===== src/rtl/core/lsmd_pkg.sv =====
// Shared types and fixed constants for the lidar sector minimum distance block.
package lsmd_pkg;

   localparam int ANGLE_W    = 16;
   localparam int DIST_W     = 18;
   localparam int MM_W       = 16;
   localparam int REPORTED   = 4;
   localparam int FULL_TURN  = 360;
   localparam int DEG_PER_Q  = 90;
   localparam int Q_FRAC     = 14;
   localparam int DIST_FRAC  = 2;
   localparam int SUM_W      = 23;   // angle * 90 plus half span plus half lsb
   localparam int RDEG_W     = 9;    // rounded degrees, at most 450
   localparam int RECIP_FRAC = 16;

   typedef logic [MM_W-1:0] mm_type;

   typedef struct packed {
      logic off_zero;
      logic off_one;
   } offset_flags_type;

endpackage


===== src/rtl/core/lsmd_angle.sv =====
// Two-stage angle pipeline: rounded degrees, then sector offset flags.
module lsmd_angle #(
   parameter int SECTORS = 4
) (
   input  logic                           clock,
   input  logic                           load_deg,
   input  logic                           load_off,
   input  logic [lsmd_pkg::ANGLE_W-1:0]   angle_q14,
   output lsmd_pkg::offset_flags_type     flags
);
   import lsmd_pkg::*;

   localparam int SPAN      = FULL_TURN / SECTORS;
   localparam int HALF      = SPAN / 2;
   localparam int RECIP     = (1 << RECIP_FRAC) / SPAN;
   localparam int RECIP_W   = $clog2(RECIP + 1);
   localparam int PROD_W    = RDEG_W + RECIP_W;
   localparam int QUOT_W    = PROD_W - RECIP_FRAC;

   logic [SUM_W-1:0]   sum_w;
   logic [RDEG_W-1:0]  rdeg_ff, rdeg_in;
   logic [PROD_W-1:0]  prod_w;
   logic [QUOT_W-1:0]  quot_w;
   logic [RDEG_W-1:0]  rem0_w, rem_w, off_w;
   offset_flags_type   flags_ff, flags_in;

   // round half up of angle in degrees plus half a sector
   assign sum_w   = SUM_W'(angle_q14) * SUM_W'(DEG_PER_Q)
                  + SUM_W'(HALF * (1 << Q_FRAC))
                  + SUM_W'(1 << (Q_FRAC - 1));
   assign rdeg_in = sum_w[SUM_W-1:Q_FRAC];

   // modulo by the span: reciprocal estimate, low by at most one
   assign prod_w  = PROD_W'(rdeg_ff) * PROD_W'(RECIP);
   assign quot_w  = prod_w[PROD_W-1:RECIP_FRAC];
   assign rem0_w  = rdeg_ff - RDEG_W'(RDEG_W'(quot_w) * RDEG_W'(SPAN));

   always_comb begin
      rem_w = rem0_w;
      if (rem0_w >= RDEG_W'(SPAN)) begin
         rem_w = rem0_w - RDEG_W'(SPAN);
      end
      if (rem_w >= RDEG_W'(HALF)) begin
         off_w = rem_w - RDEG_W'(HALF);
      end else begin
         off_w = RDEG_W'(HALF) - rem_w;
      end
      flags_in.off_zero = (off_w == '0);
      flags_in.off_one  = (off_w == RDEG_W'(1));
   end

   always_ff @(posedge clock) begin
      if (load_deg) begin
         rdeg_ff <= rdeg_in;
      end
      if (load_off) begin
         flags_ff <= flags_in;
      end
   end

   assign flags = flags_ff;

endmodule


===== src/rtl/core/lsmd_sector_acc.sv =====
// Per-sector minimum tracking, sector counter and result register.
module lsmd_sector_acc #(
   parameter int SECTORS = 4
) (
   input  logic                        clock,
   input  logic                        reset,
   input  logic                        step,
   input  lsmd_pkg::offset_flags_type  flags,
   input  lsmd_pkg::mm_type            dist_mm,
   input  logic                        scan_last,
   input  logic                        rsp_ready,
   output logic                        rsp_valid,
   output lsmd_pkg::mm_type            result [lsmd_pkg::REPORTED]
);
   import lsmd_pkg::*;

   localparam int IDX_W = $clog2(SECTORS);

   mm_type             min_ff  [SECTORS];
   mm_type             min_in  [SECTORS];
   mm_type             min_upd [SECTORS];
   mm_type             out_ff  [REPORTED];
   mm_type             out_in  [REPORTED];
   logic [IDX_W-1:0]   idx_ff, idx_in, idx_next;
   logic [IDX_W:0]     idx_inc;
   logic               prev_one_ff, prev_one_in;
   logic               valid_ff, valid_in;

   always_comb begin
      idx_inc = {1'b0, idx_ff};
      if (flags.off_zero && prev_one_ff) begin
         idx_inc = {1'b0, idx_ff} + (IDX_W+1)'(1);
      end
      if (idx_inc >= (IDX_W+1)'(SECTORS)) begin
         idx_next = '0;
      end else begin
         idx_next = idx_inc[IDX_W-1:0];
      end
   end

   // empty slot takes anything; zero never replaces a non-zero minimum
   always_comb begin
      for (int k = 0; k < SECTORS; k++) begin
         min_upd[k] = min_ff[k];
         if (idx_next == IDX_W'(k)) begin
            if (min_ff[k] == '0 || (dist_mm != '0 && min_ff[k] > dist_mm)) begin
               min_upd[k] = dist_mm;
            end
         end
      end
   end

   always_comb begin
      idx_in      = idx_ff;
      prev_one_in = prev_one_ff;
      for (int k = 0; k < SECTORS; k++) begin
         min_in[k] = min_ff[k];
      end
      for (int k = 0; k < REPORTED; k++) begin
         out_in[k] = out_ff[k];
      end
      valid_in = rsp_ready ? 1'b0 : valid_ff;
      if (step) begin
         if (scan_last) begin
            idx_in      = '0;
            prev_one_in = 1'b0;
            for (int k = 0; k < SECTORS; k++) begin
               min_in[k] = '0;
            end
            for (int k = 0; k < REPORTED; k++) begin
               out_in[k] = (k < SECTORS) ? min_upd[k % SECTORS] : '0;
            end
            valid_in = 1'b1;
         end else begin
            idx_in      = idx_next;
            prev_one_in = flags.off_one;
            for (int k = 0; k < SECTORS; k++) begin
               min_in[k] = min_upd[k];
            end
         end
      end
   end

   always_ff @(posedge clock) begin
      if (reset) begin
         idx_ff      <= '0;
         prev_one_ff <= 1'b0;
         valid_ff    <= 1'b0;
         for (int k = 0; k < SECTORS; k++) begin
            min_ff[k] <= '0;
         end
      end else begin
         idx_ff      <= idx_in;
         prev_one_ff <= prev_one_in;
         valid_ff    <= valid_in;
         for (int k = 0; k < SECTORS; k++) begin
            min_ff[k] <= min_in[k];
         end
      end
   end

   always_ff @(posedge clock) begin
      for (int k = 0; k < REPORTED; k++) begin
         out_ff[k] <= out_in[k];
      end
   end

   assign rsp_valid = valid_ff;
   assign result    = out_ff;

endmodule


===== src/rtl/core/lidar_sector_min_distance.sv =====
// Top level: lidar sector minimum distance, three-stage sample pipeline.
//
//   channel  direction  beat contents
//   req_     in         angle_q14, dist_q2, scan_last
//   rsp_     out        sector0_min .. sector3_min (one beat per scan)
//
// One sample beat is taken every cycle while req_ready is high. A result beat
// appears once the scan's last sample has passed the rounded-degree register
// and the offset-flag register into the sector minimum/result register.
// Reset clears the sector minima, the sector counter and all valid flags.
// Only a last-sample beat waits, in the offset stage, while an unread result
// still sits in the result register; samples behind it back up meanwhile.
module lidar_sector_min_distance #(
   parameter int SECTORS = 4
) (
   input  logic                           clock,
   input  logic                           reset,
   input  logic                           req_valid,
   output logic                           req_ready,
   input  logic [lsmd_pkg::ANGLE_W-1:0]   req_angle_q14,
   input  logic [lsmd_pkg::DIST_W-1:0]    req_dist_q2,
   input  logic                           req_scan_last,
   output logic                           rsp_valid,
   input  logic                           rsp_ready,
   output lsmd_pkg::mm_type               rsp_sector0_min,
   output lsmd_pkg::mm_type               rsp_sector1_min,
   output lsmd_pkg::mm_type               rsp_sector2_min,
   output lsmd_pkg::mm_type               rsp_sector3_min
);
   import lsmd_pkg::*;

   logic               v1_ff, v1_in, v2_ff, v2_in;
   mm_type             mm1_ff, mm2_ff;
   logic               last1_ff, last2_ff;
   logic               step, ready2, ready1;
   offset_flags_type   flags;
   mm_type             result [REPORTED];

   // hold a last-sample beat while the previous result is still unread
   assign step      = v2_ff && !(last2_ff && rsp_valid && !rsp_ready);
   assign ready2    = !v2_ff || step;
   assign ready1    = !v1_ff || ready2;
   assign req_ready = ready1;

   always_comb begin
      v1_in = v1_ff;
      v2_in = v2_ff;
      if (ready2) begin
         v2_in = v1_ff;
      end
      if (ready1) begin
         v1_in = req_valid;
      end
   end

   always_ff @(posedge clock) begin
      if (reset) begin
         v1_ff <= 1'b0;
         v2_ff <= 1'b0;
      end else begin
         v1_ff <= v1_in;
         v2_ff <= v2_in;
      end
   end

   // carry distance (truncated to whole millimetres) and the scan marker along
   always_ff @(posedge clock) begin
      if (ready1) begin
         mm1_ff   <= req_dist_q2[DIST_W-1:DIST_FRAC];
         last1_ff <= req_scan_last;
      end
      if (ready2) begin
         mm2_ff   <= mm1_ff;
         last2_ff <= last1_ff;
      end
   end

   lsmd_angle #(
      .SECTORS   (SECTORS)
   ) u_angle (
      .clock     (clock),
      .load_deg  (ready1),
      .load_off  (ready2),
      .angle_q14 (req_angle_q14),
      .flags     (flags)
   );

   lsmd_sector_acc #(
      .SECTORS   (SECTORS)
   ) u_acc (
      .clock     (clock),
      .reset     (reset),
      .step      (step),
      .flags     (flags),
      .dist_mm   (mm2_ff),
      .scan_last (last2_ff),
      .rsp_ready (rsp_ready),
      .rsp_valid (rsp_valid),
      .result    (result)
   );

   assign rsp_sector0_min = result[0];
   assign rsp_sector1_min = result[1];
   assign rsp_sector2_min = result[2];
   assign rsp_sector3_min = result[3];

endmodule

===== config.mk =====
export PLATFORM = sky130hd
export DESIGN_NAME = lidar_sector_min_distance
export DESIGN_NICKNAME = d
export VERILOG_FILES = /design/src/rtl/core/lsmd_pkg.sv /design/src/rtl/core/lsmd_angle.sv /design/src/rtl/core/lsmd_sector_acc.sv /design/src/rtl/core/lidar_sector_min_distance.sv
export SDC_FILE = /design/constraint.sdc
export NUM_CORES = 1
export LEC_CHECK = 0
export BUFFER_PORTS_ARGS = -buffer_cell sky130_fd_sc_hd__clkbuf_2
export CORE_MARGIN = 2
export CORE_UTILIZATION = 25
export DETAILED_ROUTE_END_ITERATION = 6
export GPL_ROUTABILITY_DRIVEN = 0
export PLACE_DENSITY = 0.49
export SETUP_SLACK_MARGIN = 0.02
export SLEW_MARGIN = 0
export SYNTH_ARGS = -nofsm -noshare
export SYNTH_HDL_FRONTEND = slang
export SYNTH_SLANG_ARGS = --single-unit
export TNS_END_PERCENT = 10

===== constraint.sdc =====
create_clock -name clock -period 11.64 [get_ports clock]
set_input_delay 2.328 -clock clock [delete_from_list [all_inputs] [get_ports clock]]
set_output_delay 2.328 -clock clock [all_outputs]
set_load 0.05 [all_outputs]

==> metrics list <==
* Final Hold Fails: 0
* Prevailing post-synth register cell: sky130_fd_sc_hd__edfxtp_1
- The synthesized design contains 179 register bits.
- Measured along the x axis, the die boundary spans 228 um.
- Final number of setup-violating endpoints: 0
* Arithmetic-cell share of the synthesized area counting full adders, half adders and majority gates: 0.229
- Fraction of synthesized area in multiplexers: 0.0474
- In this run the number of H-tree levels came out at 4.
* Pin count of the biggest net entering global routing: 58
- The via count of the first global-routing pass came to 9218.
- The die is 228 um tall.
- Clock network latency to the later pin of the worst-skew pair: 0.45 ns
* Maximum clock frequency: 0.105 GHz
- On the critical path, the stage with the largest delay is an instance of sky130_fd_sc_hd__edfxtp_1.
* Share of the synthesized netlist area taken by xor and xnor gates: 0.0318
* Warnings from Yosys: 0
- Root cell of the clock tree: sky130_fd_sc_hd__clkbuf_16
* Clock tree from TritonCTS: done
- Die area: 52100 um^2
* Synth area leader: sky130_fd_sc_hd__edfxtp_1
- In the routed layout, each cell is associated on average with a via count of 4.77.
* Iteration-0 DRC count of the detailed router: 484
* Data required, critical path: 11.83 ns
- The detail route stage leaves a number of antenna-violating nets equal to 0.
* Cell area after synthesis: 12600 um^2
* Sequential area share after synthesis: 0.372
* Classification of the worst-slack hold path: reg -> reg
- Row count: 82
- Clock tree synthesis found a total of 179 sinks.
- In this run the mean area of a mapped cell was 10.7 um^2.
- Remaining max-slew budget at the tightest pin: 0.425
- Summed over all layers, the global routing overflow is 0.
- Largest family of logic cells by synthesized area: adder cells
- The complex-gate fraction of the synthesized area was 0.170.
- Commonest non-fill, non-tap cell in the layout: sky130_fd_sc_hd__ha_1
- Share of the cycle needed by the critical path after routing: 0.818
* Signed area change from the synthesized netlist to the final layout: 15.5%
* Max Cap Viol: 0
- The worst setup path is launched from a flip-flop.
- Clock buffers created by TritonCTS: 17
- Startpoint of the worst register-to-register path: u_angle.rdeg_ff[2]
- Diodes inserted: 0
* Element type at the critical path end: flip-flop
- Adding up every negative setup slack in the final design gives 0 ns.
- After clock tree synthesis, the clock-pin slew on the worst setup and hold paths is 0.08 ns.
- Remaining DRCs: 0
- Top cell family by delay on the critical path: adder cells
- Of the total synthesized cell area, the portion taken by AND, OR, NAND and NOR gates is 0.0976.
* Initial antenna violation count: 0
- After clock tree synthesis, the repair step resized 0 gates.
* Largest buffer count on any clock path: 2
- Global-route wire length before repair: 52200 um
- Of all nets on the critical path, the largest fanout is 12.
- Critical path launch point: u_angle.rdeg_ff[2]
- Across every metal layer, demand over resource in global routing totals 0.128.
- RSZ-0062 raised after global routing: false
- In the synthesized netlist the async set-or-reset flop fraction comes to 0.
- Crit path arrival time: 9.71 ns
- Gate Count Post-Synth: 1177
* Average detailed-routed wire length per instance: 16.9 um
- Biggest cell delay along the critical path: 0.62 ns
* Final period demand of the worst path: 9.52 ns
- Fraction of synthesized cell area taken by the top area cell type: 0.260
* Ranking of synthesized cells by area: sky130_fd_sc_hd__edfxtp_1, sky130_fd_sc_hd__ha_1, sky130_fd_sc_hd__dfxtp_1
* CTS Hold Buffers Added: 0
- Effective utilization at floorplan: 0.252
* Most used cells in the layout excluding fill and tap cells: sky130_fd_sc_hd__ha_1, sky130_fd_sc_hd__inv_1, sky130_fd_sc_hd__edfxtp_1
* I/O pin total: 105
- The flow ran to the end, and the final reports show no timing, DRC or antenna violations.
- Number of unique standard cell types used by synthesis: 91
* Transition time at the pin with the least slew margin: 0.861 ns
* Final-stage net count: 1517
* Critical path class: reg -> reg
- The startpoint identified for the worst hold timing path is mm1_ff[10].
* Final number of max-transition violations: 0
- The first detailed-routing pass took 5 iterations.
* Floorplan Core Area: 49900 um^2
- On the final layout, the worst clock skew is 0.0148 ns.
- The number of nets handed over by synthesis was 1420.
* Count of flip-flops with a built-in enable after synthesis: 109
- Of the cells placed in the final design, the portion with a size suffix greater than 1 is 0.180.
- Across all layers, the routed design uses 9350 vias.
- The count of buffers added on input and output ports is 102.
- Total Routed Length: 33200 um
- The number of setup buffers added after CTS is 0.
* Sum of buffers and inverters on the critical path: 6
* Detail Placement HPWL: 25300 um
## registers in the layout (all words and copies together), names as in the netlist
| register | cells |
|---|---|
| u_acc.min_ff | 64 |
| u_acc.result | 64 |
| mm1_ff | 16 |
| last2_ff | 1 |
| u_acc.rsp_valid | 1 |
| v2_ff | 1 |
| last1_ff | 1 |
| u_acc.prev_one_ff | 1 |
| v1_ff | 1 |
| u_angle.rdeg_ff | 9 |
| mm2_ff | 16 |
| u_angle.flags | 2 |
| u_acc.idx_ff | 2 |
## path summary, 6_finish.rpt
check                           depth (start not counted)  slack [ns]               end
worst max-delay path                                   37        2.12  u_angle.flags[0]
worst min-delay path                                    0        0.41        mm2_ff[10]
worst max register to register                         37        2.12  u_angle.flags[0]
worst min register to register                          0        0.41        mm2_ff[10]
## per-layer routing
layer,routed length (um),vias to the layer above,part of all wire,GRT usage
met5,0,-,0,0
li1,-,4542,-,-
met1,15800,4553,0.48,0.175
met4,597,0,0.018,0.0362
met2,15400,223,0.46,0.209
met3,1390,32,0.042,0.0189
## kinds of logic after synthesis
group | Yosys count
compound gates | 285
simple gates | 244
fa+ha+maj | 205
flops | 179
mux | 53
xor+xnor | 37
buf+inv | 174
## Yosys cell counts (all sizes together), types with 6 or more instances
| library cell | n |
|---|---|
| nor2b | 8 |
| o31ai | 6 |
| a21oi | 42 |
| xor2 | 7 |
| nand4 | 21 |
| ha | 162 |
| nand2 | 45 |
| nor4 | 24 |
| xnor2 | 28 |
| mux2 | 49 |
| o21ai | 47 |
| edfxtp | 109 |
| a32o | 17 |
| a21o | 25 |
| dfxtp | 70 |
| clkbuf | 28 |
| nor3 | 16 |
| nor2 | 83 |
| a22oi | 50 |
| a21boi | 6 |
| a31o | 6 |
| nand2b | 7 |
| a31oi | 10 |
| nand3 | 10 |
| o211ai | 7 |
| o21a | 19 |
| inv | 141 |
| a211oi | 6 |
| fa | 42 |
## final cells by class
cell class	count	area [um^2]
Sequential cell	179	4670
Clock buffer	17	425
Inverter	142	533
Tap cell	672	841
Timing Repair Buffer	110	571
Fill cell	5239	35300
Clock inverter	15	209
Multi-Input combinational cell	824	7260
## metrics by stage
stage | cells | instance area, um^2 | setup WS (ns) | hold WS (ns) | utilization
finish | 1959 | 14500 | 2.12 | 0.407 | 0.291
global route | 1959 | 14500 | 1.49 | 0.430 | 0.291
CTS | 1959 | 14500 | 2.13 | 0.413 | 0.291
detailed placement | 1927 | 13900 | 2.14 | 0.405 | 0.278
global placement | 1927 | 13900 | 2.27 | 0.406 | 0.278
floorplan | 1177 | 12600 | 3.07 | 0.400 | -
Power is left out: the tool's default activity adds up to more than one toggle a clock period on the data nets, which glitch-free logic cannot reach.
